$ cat src/rtl/core/assert_macros.svh
// Assertion macros shared by the ring FIFO RTL.
// Defining NO_ASSERTIONS turns every macro into an empty body.
`ifndef ASSERT_MACROS_SVH
`define ASSERT_MACROS_SVH
`ifndef NO_ASSERTIONS
// The condition holds at every clock edge outside reset.
`define ASSERT_HOLDS(lbl, clk, rst_n, cond) \
    lbl: assert property (@(posedge clk) disable iff (!rst_n) (cond)) \
        else $error("invariant violated");
// The consequent holds in the same cycle as the antecedent.
`define ASSERT_IMPL(lbl, clk, rst_n, ante, cons) \
    lbl: assert property (@(posedge clk) disable iff (!rst_n) (ante) |-> (cons)) \
        else $error("implication violated");
// The consequent holds in the cycle after the antecedent.
`define ASSERT_NEXT(lbl, clk, rst_n, ante, cons) \
    lbl: assert property (@(posedge clk) disable iff (!rst_n) (ante) |=> (cons)) \
        else $error("next-cycle implication violated");
`else
`define ASSERT_HOLDS(lbl, clk, rst_n, cond)
`define ASSERT_IMPL(lbl, clk, rst_n, ante, cons)
`define ASSERT_NEXT(lbl, clk, rst_n, ante, cons)
`endif
`endif

$ cat src/rtl/core/brf_pkg.sv
// Shared types and constants of the byte ring FIFO with peek.
// No dependencies; every module of the block imports it.
package brf_pkg;

    localparam int DEPTH_DEFAULT     = 4096;
    localparam int MAX_BURST_DEFAULT = 64;
    localparam int CAPACITY_RESET    = 4096;
    localparam int CFG_W             = 13;
    localparam int ADDR_W            = 16;

    localparam int CQ_DEPTH = 4;
    localparam int CQ_PW    = 2;
    localparam int CQ_CW    = 3;
    localparam int OQ_DEPTH = 4;
    localparam int OQ_PW    = 2;
    localparam int OQ_CW    = 3;

    localparam logic [2:0] MODE_WRITE   = 3'd0;
    localparam logic [2:0] MODE_READ    = 3'd1;
    localparam logic [2:0] MODE_PEEK    = 3'd2;
    localparam logic [2:0] MODE_SKIP    = 3'd3;
    localparam logic [2:0] MODE_ADVANCE = 3'd4;

    typedef struct packed {
        logic [2:0]  mode;
        logic [7:0]  data_in;
        logic [6:0]  count;
        logic [11:0] offset;
    } t_in_item;

    typedef struct packed {
        logic [7:0]  data_out;
        logic [6:0]  moved;
        logic        last;
        logic [11:0] fill_level;
        logic [11:0] free_space;
    } t_result;

    typedef enum logic [1:0] {
        CMD_SINGLE,
        CMD_WRITE,
        CMD_READ
    } t_cmd_kind;

    typedef struct packed {
        t_cmd_kind         kind;
        logic [ADDR_W-1:0] addr;
        logic [7:0]        data;
        logic [6:0]        count;
        t_result           res;
    } t_cmd;

endpackage

$ cat src/rtl/core/brf_cmd_queue.sv
// Short command queue that decouples the front end from the back end.
// Uses t_cmd and the queue sizes from brf_pkg.
module brf_cmd_queue import brf_pkg::*; (
    input  logic i_clk,
    input  logic i_rst_n,
    input  logic i_push,
    input  t_cmd i_data,
    output logic o_full,
    input  logic i_pop,
    output logic o_empty,
    output t_cmd o_head
);

    t_cmd             r_slot [CQ_DEPTH];
    logic [CQ_PW-1:0] r_wp;
    logic [CQ_PW-1:0] r_rp;
    logic [CQ_CW-1:0] r_cnt;
    logic             do_push;
    logic             do_pop;

    assign o_full  = (r_cnt == CQ_CW'(CQ_DEPTH));
    assign o_empty = (r_cnt == '0);
    assign do_push = i_push && !o_full;
    assign do_pop  = i_pop && !o_empty;
    assign o_head  = r_slot[r_rp];

    always_ff @(posedge i_clk) begin
        if (!i_rst_n) begin
            r_wp  <= '0;
            r_rp  <= '0;
            r_cnt <= '0;
        end else begin
            if (do_push) begin
                r_wp <= r_wp + CQ_PW'(1);
            end
            if (do_pop) begin
                r_rp <= r_rp + CQ_PW'(1);
            end
            r_cnt <= r_cnt + CQ_CW'(do_push) - CQ_CW'(do_pop);
        end
    end

    always_ff @(posedge i_clk) begin
        if (do_push) begin
            r_slot[r_wp] <= i_data;
        end
    end

endmodule

$ cat config.mk
export PLATFORM = sky130hd
export DESIGN_NAME = brf_cmd_queue
export DESIGN_NICKNAME = d
export VERILOG_FILES = /design/src/rtl/core/assert_macros.svh /design/src/rtl/core/brf_pkg.sv /design/src/rtl/core/brf_cmd_queue.sv
export SDC_FILE = /design/constraint.sdc
export NUM_CORES = 1
export LEC_CHECK = 0
export ABC_CLOCK_PERIOD_IN_PS = 3900
export BUFFER_PORTS_ARGS = -buffer_cell sky130_fd_sc_hd__buf_2
export CAP_MARGIN = 0
export CORE_MARGIN = 5
export CORE_UTILIZATION = 59
export CTS_BUF_LIST = sky130_fd_sc_hd__clkbuf_2
export DETAILED_ROUTE_END_ITERATION = 10
export GPL_ROUTABILITY_DRIVEN = 1
export HOLD_SLACK_MARGIN = 0.12
export PLACE_DENSITY = 0.82
export SYNTH_ARGS = -nofsm -noshare
export SYNTH_HDL_FRONTEND = slang
export SYNTH_SLANG_ARGS = --single-unit
$ cat constraint.sdc
create_clock -name i_clk -period 3.9 [get_ports i_clk]
set_clock_uncertainty 0.1 [all_clocks]
set_input_delay 0.78 -clock i_clk [delete_from_list [all_inputs] [get_ports i_clk]]
set_output_delay 0.78 -clock i_clk [all_outputs]
set_load 0.02 [all_outputs]
# ---- Word level (Yosys, flattened, before mapping)
# Memories as Yosys holds them, arrays and structs flattened. A register that Yosys moved wholly into a read port is not among the register bits.
# Index checks and enable logic that the tools add are counted.
dict set report op_classes {
  addsub 4
  n_eq_ne 1
  mux 4
  reduce_logical 5
}
# op n
set op_table {}
lappend op_table {{$add 2x1->2 const B} 2}
lappend op_table {{$mux 2} 2}
lappend op_table {{$add 3x1->3} 1}
lappend op_table {{$eq 3x3->1 const B} 1}
lappend op_table {{$logic_not 3->1} 1}
lappend op_table {{$sub 3x1->3} 1}
lappend op_table {{$logic_and 1x1->1} 2}
lappend op_table {{$logic_not 1->1} 2}
lappend op_table {{$mux 1} 2}
dict set report word_totals {
  reg_bits 7
  ram_bits 292
  in_bits 77
  output_inout_bits 75
  wordCells 18
  n_memories 1
}
# memory words width rd rd_clocked_by_memory_dff wr line
set mem_list {}
lappend mem_list {r_slot 4 73 1 1 1 brf_cmd_queue.sv:14} ;# t_cmd r_slot [CQ_DEPTH];

# ---- Depth between registers and ports, before layout
# Gate-level depths: netlist of the first run.
dict set report depth {
  ltp_word 5
  ltp_mapped 11
  ltp_nobuf 10
}

# ---- Worst setup path before layout of the first run
# Ideal clock, no wire load.
dict set report synth_timing {
  path_kind {input -> register}
  start {in i_push}
  end {mem r_slot[0][0] (netlist bit) (enable)}
  setup_ns 0.439
  arrival_time_ns 2.773
  required_ns 3.361
  slack_ns 0.588
  stages 3
  n_path_buf 1
  cell_sequence {nor2b_1 -> buf_2 -> and2_1}
}
dict set report synth_via {
  elab_chain_len 3
}
# item line
set synth_rtl {}
lappend synth_rtl {{start, declared} brf_cmd_queue.sv:6} ;# input logic i_push,
lappend synth_rtl {{$logic_and 1x1->1} brf_cmd_queue.sv:23} ;# assign do_push = i_push && !o_full;
lappend synth_rtl {{$mux 1} brf_cmd_queue.sv:44} ;# if (do_push) begin
lappend synth_rtl {{$mux 1 (not written as such)} brf_cmd_queue.sv:45} ;# r_slot[r_wp] <= i_data;
lappend synth_rtl {{end, declared} brf_cmd_queue.sv:14}
# No other way between the ends.

==> impl_metrics.env, run 1 <==
export IMPL_drc=0
export IMPL_cts_htree_levels=3
export IMPL_dieWidth_um=147
export IMPL_antenna_found_initial=0
export IMPL_cts_sinks=301
export IMPL_dp_cells=808
export IMPL_synthesis_nets=516
export IMPL_p_per_area_mw_per_mm2=598
export IMPL_yosysTopAreaCell="edfxtp_1"
export IMPL_area_delta_synth_final_pct=21.6
export IMPL_drive_gt1_frac=0.459
export IMPL_antenna_cells=0
export IMPL_ys_seq_area_frac=0.806
export IMPL_die_h_um=147
export IMPL_drtIter0Drc=226
export IMPL_grt_setup_unrepaired="false"
export IMPL_fin_crit_ps=3420
export IMPL_max_freq_mhz=293
export IMPL_grt_max_degree=74
export IMPL_vias=5477
export IMPL_syn_area_mm2=0.0111
export IMPL_setup_viol=0
export IMPL_syn_inst=432
export IMPL_min_path_cells=3
export IMPL_crit_slowest_cell="dfxtp_4"
export IMPL_hold_viol_final=0
export IMPL_grt_met1_usage=0.245
export IMPL_leakagePower_nw=4.78
export IMPL_synth_area_leaders="edfxtp_1 79%, mux4_2 14%, dfxtp_1 1.6%"
export IMPL_vdd_drop_max_v=0.000415
export IMPL_final_nets=806
export IMPL_cts_clk_slew_worst_paths_ps=100
export IMPL_grt_pass1_vias=6149
export IMPL_cp_required_ps=3020
export IMPL_cp_end_kind="output pin"
export IMPL_arrival_ps=2540
export IMPL_crit_family="flip-flops"
export IMPL_die_area_mm2=0.0217
export IMPL_use_met3=0.0660
export IMPL_hpwl_mm=11.7
export IMPL_post_route_period_util=0.876
export IMPL_rows=50
export IMPL_synth_top_area_frac=0.790
export IMPL_initial_core_util=0.595
export IMPL_gr_usage_met2=0.323
export IMPL_whs_ps=257
export IMPL_numCtsBuffers=73
export IMPL_top_usage_layer="met2"
export IMPL_place_congestion=0.751
export IMPL_worst_path_max_fanout=73
export IMPL_hp_class="input pin to register"
export IMPL_fin_tns_setup_ps=0
export IMPL_wirelength_mm=20.5
export IMPL_drv_slew=0
export IMPL_clock_path_buffers=3
export IMPL_fin_cells=1010
export IMPL_grt_pass1_wl_mm=32.1
export IMPL_core_area_mm2=0.0186
export IMPL_ys_types=24
export IMPL_port_buffer_count=151
export IMPL_run_status="completed"
export IMPL_grtUsageTotal=0.194
export IMPL_io_pins=152
export IMPL_ant_nets=0
export IMPL_grt_overflow=0
export IMPL_worstRegToRegCells=10
export IMPL_worstPathCellList="mux4_1, buf_2"
export IMPL_first_pass_iters=4
export IMPL_worstMarginPinSlew_ps=1080
export IMPL_clock_latency_ps=750
export IMPL_critical_path_class="register to output pin"
export IMPL_clock_root_buffer="clkbuf_2"
export IMPL_cts_tree="done"
export IMPL_synth_seq_cells=301
export IMPL_crit_cells=2
export IMPL_wire_per_inst_um=20.3
export IMPL_slew_headroom=0.277
export IMPL_start_kind="register"
export IMPL_syn_avg_cell_area_um2=25.7
export IMPL_ys_warn_count=0
export IMPL_drv_cap=0
export IMPL_vias_per_cell=5.42
export IMPL_max_stage_delay_ps=1090
export IMPL_crit_buf_inv=1
export IMPL_post_cts_resized=0
[cell usage in the layout, fill, tap and decap left out, types with 3 or more instances in the layout]
cell | Yosys | routed
nand2_1 | 6 | 6
dfxtp_1 | 9 | 7
inv_2 | 0 | 5
edfxtp_1 | 292 | 292
mux4_1 | 3 | 3
and2_4 | 0 | 4
clkinv_1 | 0 | 11
inv_1 | 6 | 6
dlygate4sd3_1 | 0 | 73
ha_1 | 6 | 6
and2_1 | 7 | 3
buf_12 | 7 | 5
buf_2 | 8 | 151
buf_4 | 0 | 4
clkbuf_2 | 1 | 109
mux4_2 | 70 | 70
[worst paths after layout]
kind	from	slack [ps]	end
worst min-delay path	i_pop	260	register
worst min register to register	r_rp[1]	380	register
worst max-delay path	register	480	o_head[71]
worst max register to register	r_cnt[2]	1310	r_cnt[2]
[cells in the mapped netlist]
master and count:
mux4_2 70, nand2_1 6, edfxtp_1 292, inv_1 6
o21ai_0 1, mux4_1 3, buf_6 1, buf_12 7
or3_1 1, mux2i_1 2, nor3_2 1, dfxtp_1 9
ha_1 6, xnor2_1 2, nor3b_2 1, clkbuf_2 1
nor2b_1 2, clkbuf_1 1, fa_1 1, buf_2 8
o21ai_1 2, a21boi_1 1, and2_1 7, nand4bb_1 1
[worst reg2reg max path, delay by kind of cell (launching register included)]
| kind | cells | cell delay (ps) |
|---|---|---|
| flops | 1 | 340 |
| xor+xnor | 2 | 290 |
| simple gates | 3 | 720 |
| fa+ha+maj | 3 | 910 |
| buf+inv | 2 | 140 |
[logic make-up (layout without fill, tap and decap cells)]
group	after synthesis	count (layout)	share of synthesized area
simple gates	19	19	0.0107
mux	75	75	0.151
xor+xnor	2	2	0.00158
fa+ha+maj	7	7	0.00857
buf+inv	24	368	0.0201
compound gates	4	4	0.00203
flops	301	301	0.806
[registers in the layout (all words and copies together), names as in the netlist, named ones only]
name,cells
r_wp,2
r_cnt,3
r_rp,2
r_slot,292
[where the power goes]
part           switching [mW]  internal, mW  total (mW)  leakage, nW
logic                    1.08         0.884        1.96         1.50
registers               0.176          3.92        4.09         2.75
clock network            1.14         0.876        2.01        0.527
[through the flow]
step	utilization	instance area, um2	total power [mW]	setup slack, ps
after floorplan	-	11100	5.54	588
final	0.724	13500	8.07	482
after global routing	0.724	13500	8.53	258
after CTS	0.724	13500	8.20	358
after global placement	0.649	12100	6.04	1050
after detailed placement	0.649	12100	6.11	957
[final cells by class]
| cell class | instances | area (um2) |
|---|---|---|
| Clock buffer | 109 | 546 |
| Clock inverter | 20 | 130 |
| Fill cell | 1137 | 5140 |
| Inverter | 6 | 22.5 |
| Multi-Input combinational cell | 107 | 1940 |
| Sequential cell | 301 | 8960 |
| Tap cell | 234 | 293 |
| Timing Repair Buffer | 233 | 1620 |
[layer usage]
layer | wire, um | part of all wire
met4 | 281 | 0.014
met5 | 0 | 0
met3 | 1480 | 0.072
met2 | 10500 | 0.51
met1 | 8200 | 0.40
[timing repair]
item,4_1_cts,5_1_grt
setup buffers,0,0
endpoints found under the hold margin,292,0
hold buffers,73,0
Power figures use the tool's default switching activity.
==> run 2, diff against run 1 <==
--- a/config.mk
+++ b/config.mk
@@ -6,5 +6,5 @@
 export NUM_CORES = 1
 export LEC_CHECK = 0
-export ABC_CLOCK_PERIOD_IN_PS = 3900
+export ABC_CLOCK_PERIOD_IN_PS = 3500
 export BUFFER_PORTS_ARGS = -buffer_cell sky130_fd_sc_hd__buf_2
 export CAP_MARGIN = 0
==> constraint.sdc (replaced) <==
create_clock -name i_clk -period 3.5 [get_ports i_clk]
set_clock_uncertainty 0.1 [all_clocks]
set_input_delay 0.35 -clock i_clk [delete_from_list [all_inputs] [get_ports i_clk]]
set_output_delay 0.35 -clock i_clk [all_outputs]
set_load 0.02 [all_outputs]
==> run 2 against run 1 <==
Compared with the run above:
- hold slack lost 35 ps
- design area is essentially flat
- setup slack gained 90 ps
- routed wire length grew 1.6%
- clock power grew 5%
- total power grew 9.7%
- largest power group unchanged
==> impl_metrics.env, run 2 (synthesized netlist as in run 1, its figures left out) <==
export IMPL_run_status="completed"
export IMPL_crit_family="multiplexers"
export IMPL_core_area_mm2=0.0186
export IMPL_r2r_slack_ps=810
export IMPL_whs_ps=223
export IMPL_crit_buf_inv=2
export IMPL_cp_end_kind="output pin"
export IMPL_slew_headroom=0.502
export IMPL_place_congestion=0.781
export IMPL_largest_register="r_slot"
export IMPL_final_area_mm2=0.0135
export IMPL_ant_nets=0
export IMPL_mostFrequentLayoutCells="292 x edfxtp_1, 151 x buf_2, 111 x clkbuf_2"
export IMPL_wire_per_inst_um=20.5
export IMPL_start_kind="register"
export IMPL_wirelength_mm=20.8
export IMPL_io_pins=152
export IMPL_clock_latency_ps=750
export IMPL_grt_overflow=0
export IMPL_p_per_area_mw_per_mm2=656
export IMPL_max_stage_delay_ps=590
export IMPL_worstMarginPinSlew_ps=747
export IMPL_grt_pass1_wl_mm=32.8
export IMPL_postCtsSetupRepairBufs=0
export IMPL_reg_top3="r_slot (292), r_cnt (3)"
export IMPL_n_fill_cell=1164
export IMPL_worstPathCellList="buf_4, mux4_1, buf_2"
export IMPL_drive_gt1_frac=0.454
export IMPL_regToRegEndpoint="r_cnt[2]"
export IMPL_first_pass_iters=4
export IMPL_endpoint="o_head[67]"
export IMPL_register_area_mm2=0.00896
export IMPL_drc=0
export IMPL_grt_setup_unrepaired="false"
export IMPL_worstRegToRegCells=10
export IMPL_fin_tns_setup_ps=0
export IMPL_die_area_mm2=0.0217
export IMPL_dp_cells=810
export IMPL_final_nets=815
export IMPL_drv_slew=0
export IMPL_numCtsBuffers=74
export IMPL_critical_path_class="register to output pin"
export IMPL_vias_per_cell=5.40
export IMPL_antenna_found_initial=0
export IMPL_area_delta_synth_final_pct=21.7
export IMPL_hold_viol_final=0
export IMPL_fin_cells=1016
export IMPL_setup_viol=0
export IMPL_grtUsageTotal=0.198
export IMPL_arrival_ps=2480
export IMPL_cp_required_ps=3050
export IMPL_grt_pass1_vias=6193
export IMPL_max_freq_mhz=342
export IMPL_fin_crit_ps=2930
export IMPL_vdd_drop_max_v=0.000398
export IMPL_clock_path_buffers=3
export IMPL_crit_slowest_cell="mux4_1"
export IMPL_post_cts_resized=0
export IMPL_drtIter0Drc=381
export IMPL_hpwl_mm=12.0
export IMPL_final_common_cell="edfxtp_1"
export IMPL_die_h_um=147
export IMPL_port_buffer_count=151
export IMPL_placed_area_mm2=0.0121
export IMPL_post_route_period_util=0.836
export IMPL_vias=5484
export IMPL_antenna_cells=0
export IMPL_hp_class="input pin to register"
export IMPL_rows=50
export IMPL_timing_rr_start="r_cnt[2]"
export IMPL_grt_max_degree=74
export IMPL_crit_cells=3
export IMPL_initial_core_util=0.595
export IMPL_power_total_mw=8.86
export IMPL_multi_input_area_mm2=0.00194
export IMPL_cts_sinks=301
export IMPL_clock_root_buffer="clkbuf_2"
export IMPL_leakagePower_nw=4.78
export IMPL_worst_path_max_fanout=16
export IMPL_drv_cap=0
export IMPL_dieWidth_um=147
export IMPL_cts_clk_slew_worst_paths_ps=110
export IMPL_cts_htree_levels=3
export IMPL_largest_reg_flops=292
export IMPL_cts_tree="done"
==> run 2: cell type report <==
cell class                 instances  area share
sequential                       301       0.663
multi-input combinational        107       0.144
timing repair buffer             241       0.124
clock buffer                     111      0.0411
tap                              234      0.0217
clock inverter                    16     0.00454
inverter                           6     0.00167
==> run 2: how the worst min path moves through the flow <==
stage	from	end	slack (ps)	depth (start not counted)
2_1_floorplan	i_data[0]	r_slot[0][0]	350	0
3_3_place_gp	r_rp[1]	register	360	2
3_5_place_dp	r_rp[1]	register	390	2
4_1_cts	i_data[35]	r_slot[2][35]	130	2
5_1_grt	i_data[34]	r_slot[2][34]	140	2
6_report	i_data[31]	r_slot[0][31]	220	2
==> run 2: metrics by stage <==
step           utilization  worst slack (ps)
2_1_floorplan            -               451
3_3_place_gp         0.649              1020
3_5_place_dp         0.649               852
4_1_cts              0.724               402
5_1_grt              0.724               353
6_report             0.724               572
==> run 2: timing repair <==
action                                  CTS  global route
hold buffers                             79             0
endpoints found under the hold margin   301             0
endpoints found under the setup margin    0             0
==> run 2: power by group <==
part           switching, mW  total [mW]  internal [mW]
sequential             0.165        4.53           4.36
clock                   1.27        2.11          0.835
combinational           1.24        2.22          0.981
==> run 2: worst reg2reg max path: cells and delay by family, from the launching register on <==
family	cells	cell delay, ps
buf+inv	2	160
xor+xnor	2	300
flops	1	340
simple gates	3	770
fa+ha+maj	3	920
==> run 2: metal layers <==
layer,vias up,part of all wire,routed length (um),GRT usage
li1,2489,-,-,-
met1,2748,0.39,8060,0.247
met4,0,0.020,422,0.0769
met2,210,0.52,10800,0.331
met3,37,0.071,1480,0.0608
met5,-,0,0,0
