## src/rtl/core/assert_macros.svh

```systemverilog
// Assertion macros shared by the ring FIFO RTL.
// Defining NO_ASSERTIONS turns every macro into an empty body.
`ifndef ASSERT_MACROS_SVH
`define ASSERT_MACROS_SVH
`ifndef NO_ASSERTIONS
// The condition holds at every clock edge outside reset.
`define ASSERT_HOLDS(lbl, clk, rst_n, cond) \
    lbl: assert property (@(posedge clk) disable iff (!rst_n) (cond)) \
        else $error("invariant violated");
// The consequent holds in the same cycle as the antecedent.
`define ASSERT_IMPL(lbl, clk, rst_n, ante, cons) \
    lbl: assert property (@(posedge clk) disable iff (!rst_n) (ante) |-> (cons)) \
        else $error("implication violated");
// The consequent holds in the cycle after the antecedent.
`define ASSERT_NEXT(lbl, clk, rst_n, ante, cons) \
    lbl: assert property (@(posedge clk) disable iff (!rst_n) (ante) |=> (cons)) \
        else $error("next-cycle implication violated");
`else
`define ASSERT_HOLDS(lbl, clk, rst_n, cond)
`define ASSERT_IMPL(lbl, clk, rst_n, ante, cons)
`define ASSERT_NEXT(lbl, clk, rst_n, ante, cons)
`endif
`endif

```

## src/rtl/core/brf_pkg.sv

```systemverilog
// Shared types and constants of the byte ring FIFO with peek.
// No dependencies; every module of the block imports it.
package brf_pkg;

    localparam int DEPTH_DEFAULT     = 4096;
    localparam int MAX_BURST_DEFAULT = 64;
    localparam int CAPACITY_RESET    = 4096;
    localparam int CFG_W             = 13;
    localparam int ADDR_W            = 16;

    localparam int CQ_DEPTH = 4;
    localparam int CQ_PW    = 2;
    localparam int CQ_CW    = 3;
    localparam int OQ_DEPTH = 4;
    localparam int OQ_PW    = 2;
    localparam int OQ_CW    = 3;

    localparam logic [2:0] MODE_WRITE   = 3'd0;
    localparam logic [2:0] MODE_READ    = 3'd1;
    localparam logic [2:0] MODE_PEEK    = 3'd2;
    localparam logic [2:0] MODE_SKIP    = 3'd3;
    localparam logic [2:0] MODE_ADVANCE = 3'd4;

    typedef struct packed {
        logic [2:0]  mode;
        logic [7:0]  data_in;
        logic [6:0]  count;
        logic [11:0] offset;
    } t_in_item;

    typedef struct packed {
        logic [7:0]  data_out;
        logic [6:0]  moved;
        logic        last;
        logic [11:0] fill_level;
        logic [11:0] free_space;
    } t_result;

    typedef enum logic [1:0] {
        CMD_SINGLE,
        CMD_WRITE,
        CMD_READ
    } t_cmd_kind;

    typedef struct packed {
        t_cmd_kind         kind;
        logic [ADDR_W-1:0] addr;
        logic [7:0]        data;
        logic [6:0]        count;
        t_result           res;
    } t_cmd;

endpackage

```

## src/rtl/core/brf_front.sv

```systemverilog
// Front end: owns the pointers, fill level and burst state, classifies each
// item and turns it into one command for the back end. Uses brf_pkg.
`include "assert_macros.svh"
module brf_front import brf_pkg::*; #(
    parameter int DEPTH     = DEPTH_DEFAULT,
    parameter int MAX_BURST = MAX_BURST_DEFAULT,
    localparam int AW = (DEPTH > 1) ? $clog2(DEPTH) : 1,
    localparam int CW = $clog2(DEPTH + 1)
) (
    input  logic             i_clk,
    input  logic             i_rst_n,
    input  logic             i_cfg_valid,
    input  logic [CFG_W-1:0] i_cfg_data,
    input  logic             i_push,
    input  t_in_item         i_item,
    input  logic             i_cq_full,
    output logic             o_cmd_push,
    output t_cmd             o_cmd,
    output logic [CW-1:0]    o_cap
);

    localparam int XW      = (CW > 12) ? CW : 12;
    localparam int CAP_RST = (DEPTH < CAPACITY_RESET) ? DEPTH : CAPACITY_RESET;
    localparam logic [6:0] MB = 7'(MAX_BURST);

    logic [AW-1:0] r_wr_idx, n_wr_idx;
    logic [AW-1:0] r_rd_idx, n_rd_idx;
    logic [AW-1:0] r_fill, n_fill;
    logic [CW-1:0] r_cap, n_cap;
    logic [6:0]    r_burst_left, n_burst_left;
    logic          r_burst_acc, n_burst_acc;

    logic          accept;
    logic [6:0]    cnt_sat;
    logic [6:0]    bl_after;
    logic          bl_start;
    logic          acc;
    logic [XW-1:0] cnt_x, off_x, fill_x, cap_x, free_x, n_x, fill_new_x, free_new_x;
    logic [31:0]   cap_raw;
    logic [31:0]   cap_eff;
    t_cmd          cmd;

    function automatic logic [AW-1:0] wrap_add(input logic [AW-1:0] idx,
                                               input logic [CW-1:0] step,
                                               input logic [CW-1:0] cap);
        logic [CW:0] s;
        s = (CW+1)'(idx) + (CW+1)'(step);
        if (s >= (CW+1)'(cap)) begin
            s = s - (CW+1)'(cap);
        end
        return s[AW-1:0];
    endfunction

    assign accept = i_push && !i_cq_full;

    always_comb begin
        cnt_sat  = (i_item.count > MB) ? MB : i_item.count;
        cnt_x    = XW'(cnt_sat);
        off_x    = XW'(i_item.offset);
        fill_x   = XW'(r_fill);
        cap_x    = XW'(r_cap);
        free_x   = cap_x - XW'(1) - fill_x;

        n_wr_idx     = r_wr_idx;
        n_rd_idx     = r_rd_idx;
        n_fill       = r_fill;
        n_cap        = r_cap;
        n_burst_left = r_burst_left;
        n_burst_acc  = r_burst_acc;

        cmd          = '0;
        cmd.kind     = CMD_SINGLE;
        cmd.res.last = 1'b1;
        n_x          = '0;
        bl_start     = 1'b0;
        bl_after     = '0;
        acc          = 1'b0;

        if (accept) begin
            if (i_item.mode != MODE_WRITE) begin
                n_burst_left = '0;
            end
            case (i_item.mode)
                MODE_WRITE: begin
                    bl_start = (r_burst_left == '0);
                    // A burst start of length zero answers once and stores nothing.
                    if (!(bl_start && cnt_sat == '0)) begin
                        acc          = bl_start ? (cnt_x <= free_x) : r_burst_acc;
                        bl_after     = (bl_start ? cnt_sat : r_burst_left) - 7'd1;
                        n_burst_left = bl_after;
                        n_burst_acc  = acc;
                        cmd.res.last = (bl_after == '0);
                        if (acc && free_x != '0) begin
                            cmd.kind      = CMD_WRITE;
                            cmd.addr      = ADDR_W'(r_wr_idx);
                            cmd.data      = i_item.data_in;
                            cmd.res.moved = 7'd1;
                            n_wr_idx      = wrap_add(r_wr_idx, CW'(1), r_cap);
                            n_fill        = r_fill + AW'(1);
                        end
                    end
                end
                MODE_READ: begin
                    if (cnt_sat != '0 && fill_x >= cnt_x) begin
                        cmd.kind      = CMD_READ;
                        cmd.addr      = ADDR_W'(r_rd_idx);
                        cmd.count     = cnt_sat;
                        cmd.res.moved = cnt_sat;
                        n_rd_idx      = wrap_add(r_rd_idx, CW'(cnt_sat), r_cap);
                        n_fill        = r_fill - AW'(cnt_sat);
                    end
                end
                MODE_PEEK: begin
                    if (off_x < fill_x && cnt_sat != '0) begin
                        n_x = fill_x - off_x;
                        if (n_x > cnt_x) begin
                            n_x = cnt_x;
                        end
                        cmd.kind      = CMD_READ;
                        cmd.addr      = ADDR_W'(wrap_add(r_rd_idx, CW'(i_item.offset), r_cap));
                        cmd.count     = 7'(n_x);
                        cmd.res.moved = 7'(n_x);
                    end
                end
                MODE_SKIP: begin
                    n_x           = (cnt_x < fill_x) ? cnt_x : fill_x;
                    n_rd_idx      = wrap_add(r_rd_idx, CW'(n_x), r_cap);
                    n_fill        = r_fill - AW'(n_x);
                    cmd.res.moved = 7'(n_x);
                end
                MODE_ADVANCE: begin
                    n_x           = (cnt_x < free_x) ? cnt_x : free_x;
                    n_wr_idx      = wrap_add(r_wr_idx, CW'(n_x), r_cap);
                    n_fill        = r_fill + AW'(n_x);
                    cmd.res.moved = 7'(n_x);
                end
                default: begin
                end
            endcase
        end

        // Every result reports the levels after the whole item.
        fill_new_x         = XW'(n_fill);
        free_new_x         = cap_x - XW'(1) - fill_new_x;
        cmd.res.fill_level = fill_new_x[11:0];
        cmd.res.free_space = free_new_x[11:0];

        // A capacity write empties the FIFO; zero acts as one, large values clamp.
        cap_raw = 32'(i_cfg_data);
        if (cap_raw == 32'd0) begin
            cap_eff = 32'd1;
        end else if (cap_raw > 32'(DEPTH)) begin
            cap_eff = 32'(DEPTH);
        end else begin
            cap_eff = cap_raw;
        end
        if (i_cfg_valid) begin
            n_cap        = CW'(cap_eff);
            n_wr_idx     = '0;
            n_rd_idx     = '0;
            n_fill       = '0;
            n_burst_left = '0;
            n_burst_acc  = 1'b0;
        end
    end

    always_ff @(posedge i_clk) begin
        if (!i_rst_n) begin
            r_wr_idx     <= '0;
            r_rd_idx     <= '0;
            r_fill       <= '0;
            r_cap        <= CW'(CAP_RST);
            r_burst_left <= '0;
            r_burst_acc  <= 1'b0;
        end else begin
            r_wr_idx     <= n_wr_idx;
            r_rd_idx     <= n_rd_idx;
            r_fill       <= n_fill;
            r_cap        <= n_cap;
            r_burst_left <= n_burst_left;
            r_burst_acc  <= n_burst_acc;
        end
    end

    assign o_cmd_push = accept && !i_cfg_valid;
    assign o_cmd      = cmd;
    assign o_cap      = r_cap;

    `ASSERT_HOLDS(a_fill_bound, i_clk, i_rst_n, (CW'(r_fill) < r_cap) && (CW'(r_wr_idx) < r_cap) && (CW'(r_rd_idx) < r_cap))
    `ASSERT_HOLDS(a_fill_matches_ptrs, i_clk, i_rst_n, (r_wr_idx >= r_rd_idx) ? (r_fill == r_wr_idx - r_rd_idx) : (CW'(r_fill) == r_cap - CW'(r_rd_idx - r_wr_idx)))

endmodule

```

## config.mk

```make
export PLATFORM = sky130hd
export DESIGN_NAME = brf_front
export DESIGN_NICKNAME = d
export VERILOG_FILES = /design/src/rtl/core/brf_pkg.sv /design/src/rtl/core/brf_front.sv
export VERILOG_INCLUDE_DIRS = /design/src /design/src/rtl/core
export SDC_FILE = /design/constraint.sdc
export NUM_CORES = 1
export LEC_CHECK = 0
export BUFFER_PORTS_ARGS = -buffer_cell sky130_fd_sc_hd__buf_2
export CAP_MARGIN = 20
export CORE_MARGIN = 2
export CORE_UTILIZATION = 55
export CTS_CLUSTER_SIZE = 24
export DETAILED_ROUTE_END_ITERATION = 8
export PLACE_DENSITY = 0.75
export SKIP_CTS_REPAIR_TIMING = 1
export SLEW_MARGIN = 10
export SYNTH_ARGS = -nofsm -noshare
export SYNTH_HDL_FRONTEND = slang
export SYNTH_SLANG_ARGS = --single-unit
```

## constraint.sdc

```tcl
create_clock -name i_clk -period 19.9 [get_ports i_clk]
set_input_delay 0 -clock i_clk [delete_from_list [all_inputs] [get_ports i_clk]]
set_output_delay 0 -clock i_clk [all_outputs]
set_load 0.05 [all_outputs]
```

* After elaboration in Yosys (flattened, before gate mapping)
Index checks and enable logic that the tools add are counted.
W data, S select, Z words.
** Cells by class
- Muxes and demuxes :: 41
- Add/sub/neg operators :: 19
- Magnitude comparators :: 13
- Reductions and logical operators :: 22
- Shift-type cells :: 0
- Equal/unequal tests :: 7
- Div/mod/pow operators :: 0
- $mul :: 0
- Bitwise logic cells :: 2
** Operator list (count)
- $mux W12 :: 13
- $sub A12 B12 Y12 :: 7
- $mux W7 :: 8
- $pmux W18 S3 :: 1
- $ge A13 B13 Y1 :: 4
- $mux W25 :: 2
- $pmux W12 S2 :: 2
- $pmux W12 S4 :: 1
- $mux W13 :: 3
- $mux W18 :: 2
- $pmux W7 S5 :: 1
- $mux W33 :: 1
- $add A12 B12 Y13 :: 2
- $logic_not A7 Y1 :: 3
- $mux W8 :: 2
- $add A12 B13 Y14 :: 1
- $ge A14 B13 Y1 :: 1
- $pmux W7 S2 :: 1
- $add A12 B1 Y13 const B :: 1
- $add A12 B7 Y13 :: 1
- $gt A13 B13 Y1 const B :: 1
- $gt A13 B7 Y1 :: 1
- $le A7 B13 Y1 :: 1
- $logic_not A13 Y1 :: 1
- 29 further kinds :: 43
** Word-level totals
- Register bits :: 57
- Bits in latches :: 0
- Output and inout bits :: 87
- Memory bits (writable) :: 0
- Bits of input ports :: 48
- Bits in read-only memories :: 0
- Logic and storage cells :: 110
- Memories kept :: 0

* Logic depth before layout (Yosys ltp)
- Word-level depth :: 10
- Depth in mapped cells :: 39
- Mapped depth without buffers :: 38

* Least setup slack after synthesis
No wires, ideal clock.
- Kind :: reg-to-output
- From :: register r_cap[1], in the netlist o_cap[1]
- To :: output port o_cmd[10] in the netlist's numbering
- Buffers on the path :: 1
- Path slack :: 11.337 ns
- Stages on the path, launching flop included :: 35
- Data arrival time :: 8.563 ns
- Data required time :: 19.900 ns
- Cells stage by stage :: dfxtp_1 > inv_1 > ha_1 > or4b_1 > nor4_1 > xnor2_1 > ha_1 > clkbuf_1 > nand3_1 > and4b_1 > a21boi_0 > o2111ai_1 > a2111oi_1 > nand4b_2 > nor3_4 > mux2i_1 > nor2_1 > a21oi_1 > ha_1 > fa_1 > a221oi_1 > o21ai_0 > a21oi_1 > a21oi_1 > fa_1 > nor2b_1 > o21ai_0 > a21boi_0 > o21ai_0 > a21boi_0 > o21a_1 > nor2_1 > o21bai_1 > a21oi_1 > xnor2_1
** RTL lines
- start, declared :: line brf_front.sv:29 : logic [CW-1:0] r_cap, n_cap;
- start signal, assigned :: line brf_front.sv:172 : r_cap <= CW'(CAP_RST);
- start signal, assigned :: line brf_front.sv:179 : r_cap <= n_cap;
- end, declared :: line brf_front.sv:18 : output t_cmd o_cmd,

==> qor.yml <==
gp_congestion: 1.02
hold_viol_final: 1
place_area_um2: 13400
antenna_found_initial: 0
drive_above_1_share_pct: 11.0
min_path_type: "in -> reg"
cts_max_path_buffers: 2
synthMuxAreaShare_pct: 4.99
cp_top_family: "compound AO/OA/AOI/OAI gates"
rsz0062_at_grt: "false"
fin_crit_ns: 9.55
grt_pass1_vias: 12500
cts_sinks: 57
total_power_uw: 689
pre_cts_ws_ns: 10.70
die_area_um2: 23900
yosys.cell_types.count: 85
start_kind: "flip-flop"
core_um2: 22500
worstPathArrival_ns: 9.55
slowest_delay_ns: 0.57
ys.flop_type: "dfxtp_1"
antenna_cells: 0
cp_slowest_cell: "or4b_1"
regArea_um2: 1140
numCtsBuffers: 9
whs_ns: -0.00923
finalInstanceArea_um2: 13800
crit_path_end_kind: "output pin"
clock_latency_ns: 0.34
slew_violations: 0
crit_type: "reg -> out"
drt_iter0_markers: 1354
synthXorXnorAreaFrac_pct: 10.6
fillerInstances: 2162
cts-root-buf: "clkbuf_16"
crit_top_cell: "a21oi_1"
drtAntennaViolNets: 0
cts_tree: "done"
fin_crit_sh_pct: 48.0
drcViolationCount: 0
row_count: 55
fin_skew_ns: 0.0108
die_height_um: 155
max-slew-margin-rel_pct: 20.1
port_buffers: 122
grt_max_degree: 34
powerDensity_nw_per_um2: 50.1
outcome: "complete, but fails checks"
syn_avg_cell_area_um2: 7.28
multi_input_area_um2: 10700
final_core_util_pct: 61.1
tightest_slew_ns: 1.19
start_util_pct: 55.5
cp.required_ns: 19.90
setup_tns_ns: 0
drv_cap: 0
seq_area_frac_synth_pct: 9.13
vias: 13500
grt_pass1_wl_mm: 67.7
synth_seq_cells: 57
overflow: 0
syn_inst: 1717
viasPerCell: 6.36
synthAdderAreaFrac_pct: 20.6
synthArstFlopShare_pct: 0
dp.final_hpwl_mm: 35.4
clk_pin_slew_ns: 0.05
syn_area_um2: 12500
layout_setup_ws_ns: 10.35
cp_max_fo: 13
setup_viol: 0
nets: 2082
failed_checks: "hold timing"
yosys_warnings: 0
p_leak_uw: 0.00642
wl_mm: 44.3
synth-compound-area-share_pct: 27.2
first_pass_iters: 6
synthSimpleGateAreaFrac_pct: 21.6
die_w_um: 155
drt-wirelength-per-cell_um: 20.8
synth_edf_count: 0
peakVddDrop_v: 0.0000392
htreeDepth: 3
fmax_ghz: 0.105
grt_usage_pct: 35.9
ios: 135
synth_top_family_by_area: "compound AO/OA/AOI/OAI gates"
path_buf_inv: 2
synthToLayoutAreaGrowth_pct: 10.1
-- sequential cells by signal, indices dropped and copies added, names as in the netlist --
register      flops
r_burst_left      7
r_rd_idx         12
r_burst_acc       1
r_wr_idx         12
o_cap            13
r_fill           12
-- synthesized netlist by cell type (18+ instances only) --
cell type | n | area (µm²)
o21ai_0 | 118 | 591
nand2_1 | 137 | 514
nand4_1 | 22 | 138
o211ai_1 | 20 | 150
a21oi_1 | 132 | 661
xor2_1 | 46 | 403
nor2b_1 | 30 | 188
nor4_1 | 20 | 125
and2_1 | 20 | 125
nand3_1 | 39 | 195
a22oi_1 | 19 | 143
clkbuf_1 | 41 | 154
nor2_1 | 153 | 574
inv_1 | 119 | 447
mux2i_1 | 42 | 420
ha_1 | 183 | 2290
a31oi_1 | 20 | 125
nand2b_1 | 26 | 163
mux2_2 | 18 | 203
a21o_1 | 49 | 368
o21a_1 | 22 | 165
dfxtp_1 | 57 | 1140
nor3_1 | 49 | 245
xnor2_1 | 105 | 920
-- metal layers --
layer,vias up,routed length (µm),GRT usage [%]
li1,6522,-,-
met1,6220,18200,46.3
met2,629,19300,56.4
met3,161,3800,6.39
met4,0,2990,20.3
met5,-,0,0
-- through the flow --
step | std cells | hold slack [ns]
floorplan | 1738 | 0.0986
global placement | 2102 | 0.223
detailed placement | 2102 | 0.218
CTS | 2118 | -0.132
global route | 2127 | 0.00704
finish | 2127 | -0.00923
-- cell usage in the layout, fill, tap and decap left out, types with 8 or more instances in the layout --
cell | Yosys | routed
ha_1 | 183 | 183
nor2_1 | 153 | 153
nand2_1 | 137 | 137
a21oi_1 | 132 | 132
buf_2 | 2 | 122
inv_1 | 119 | 119
o21ai_0 | 118 | 117
xnor2_1 | 105 | 105
dfxtp_1 | 57 | 57
a21o_1 | 49 | 49
nor3_1 | 49 | 48
xor2_1 | 46 | 46
mux2i_1 | 42 | 42
nand3_1 | 39 | 39
nor2b_1 | 30 | 30
nand2b_1 | 26 | 26
o21a_1 | 22 | 22
nand4_1 | 22 | 22
conb_1 | 1 | 22
and2_1 | 20 | 20
o211ai_1 | 20 | 20
nor4_1 | 20 | 20
a31oi_1 | 20 | 20
a22oi_1 | 19 | 19
mux2_2 | 18 | 18
buf_4 | 12 | 16
o21bai_1 | 14 | 14
fa_1 | 14 | 14
and3_1 | 13 | 13
o22ai_1 | 13 | 13
or2_2 | 11 | 11
o31ai_1 | 10 | 10
or3_1 | 10 | 10
a211oi_1 | 9 | 9
a222oi_1 | 9 | 9
clkbuf_16 | 0 | 9
a21boi_0 | 8 | 8
dlygate4sd3_1 | 0 | 8
-- tightest hold or removal path: stages --
cell and delay (ns):
buf_2 0.16, nand2_1 0.07, o211ai_1 0.07
-- path summary, 6_finish.rpt --
check                                       end  slack [ns]  depth (start not counted)            start
worst max-delay path                  o_cmd[10]       10.35                         34         o_cap[1]
worst min-delay path                  o_cap[12]      -0.009                          3   i_cfg_data[12]
worst max register to register      r_wr_idx[9]       10.54                         34         o_cap[1]
worst min register to register  r_burst_left[5]        0.51                          2  r_burst_left[5]
-- logic make-up (layout without fill, tap and decap cells) --
family | after synthesis | after routing
and+or+nand+nor | 553 | 553
AOI/OAI and AO/OA | 520 | 520
adders and majority gates | 197 | 197
buffers and inverters | 178 | 282
xor gates and xnor gates | 151 | 151
muxes | 60 | 60
DFF | 57 | 57
other | 1 | 22
-- area by class of cell --
cell class	count	area share (%)
clock inverter	5	0.409
tap	285	2.59
timing repair buffer	146	5.89
multi-input combinational	1503	77.8
inverter	120	3.27
sequential	57	8.29
clock buffer	11	1.69
-- power breakdown --
group	switching [µW]	total [µW]	leakage, µW	internal, µW
logic	263	415	0.00582	151
clock network	57.5	154	0.000139	96.7
registers	3.75	120	0.000461	116
Power figures use the tool's default switching activity.
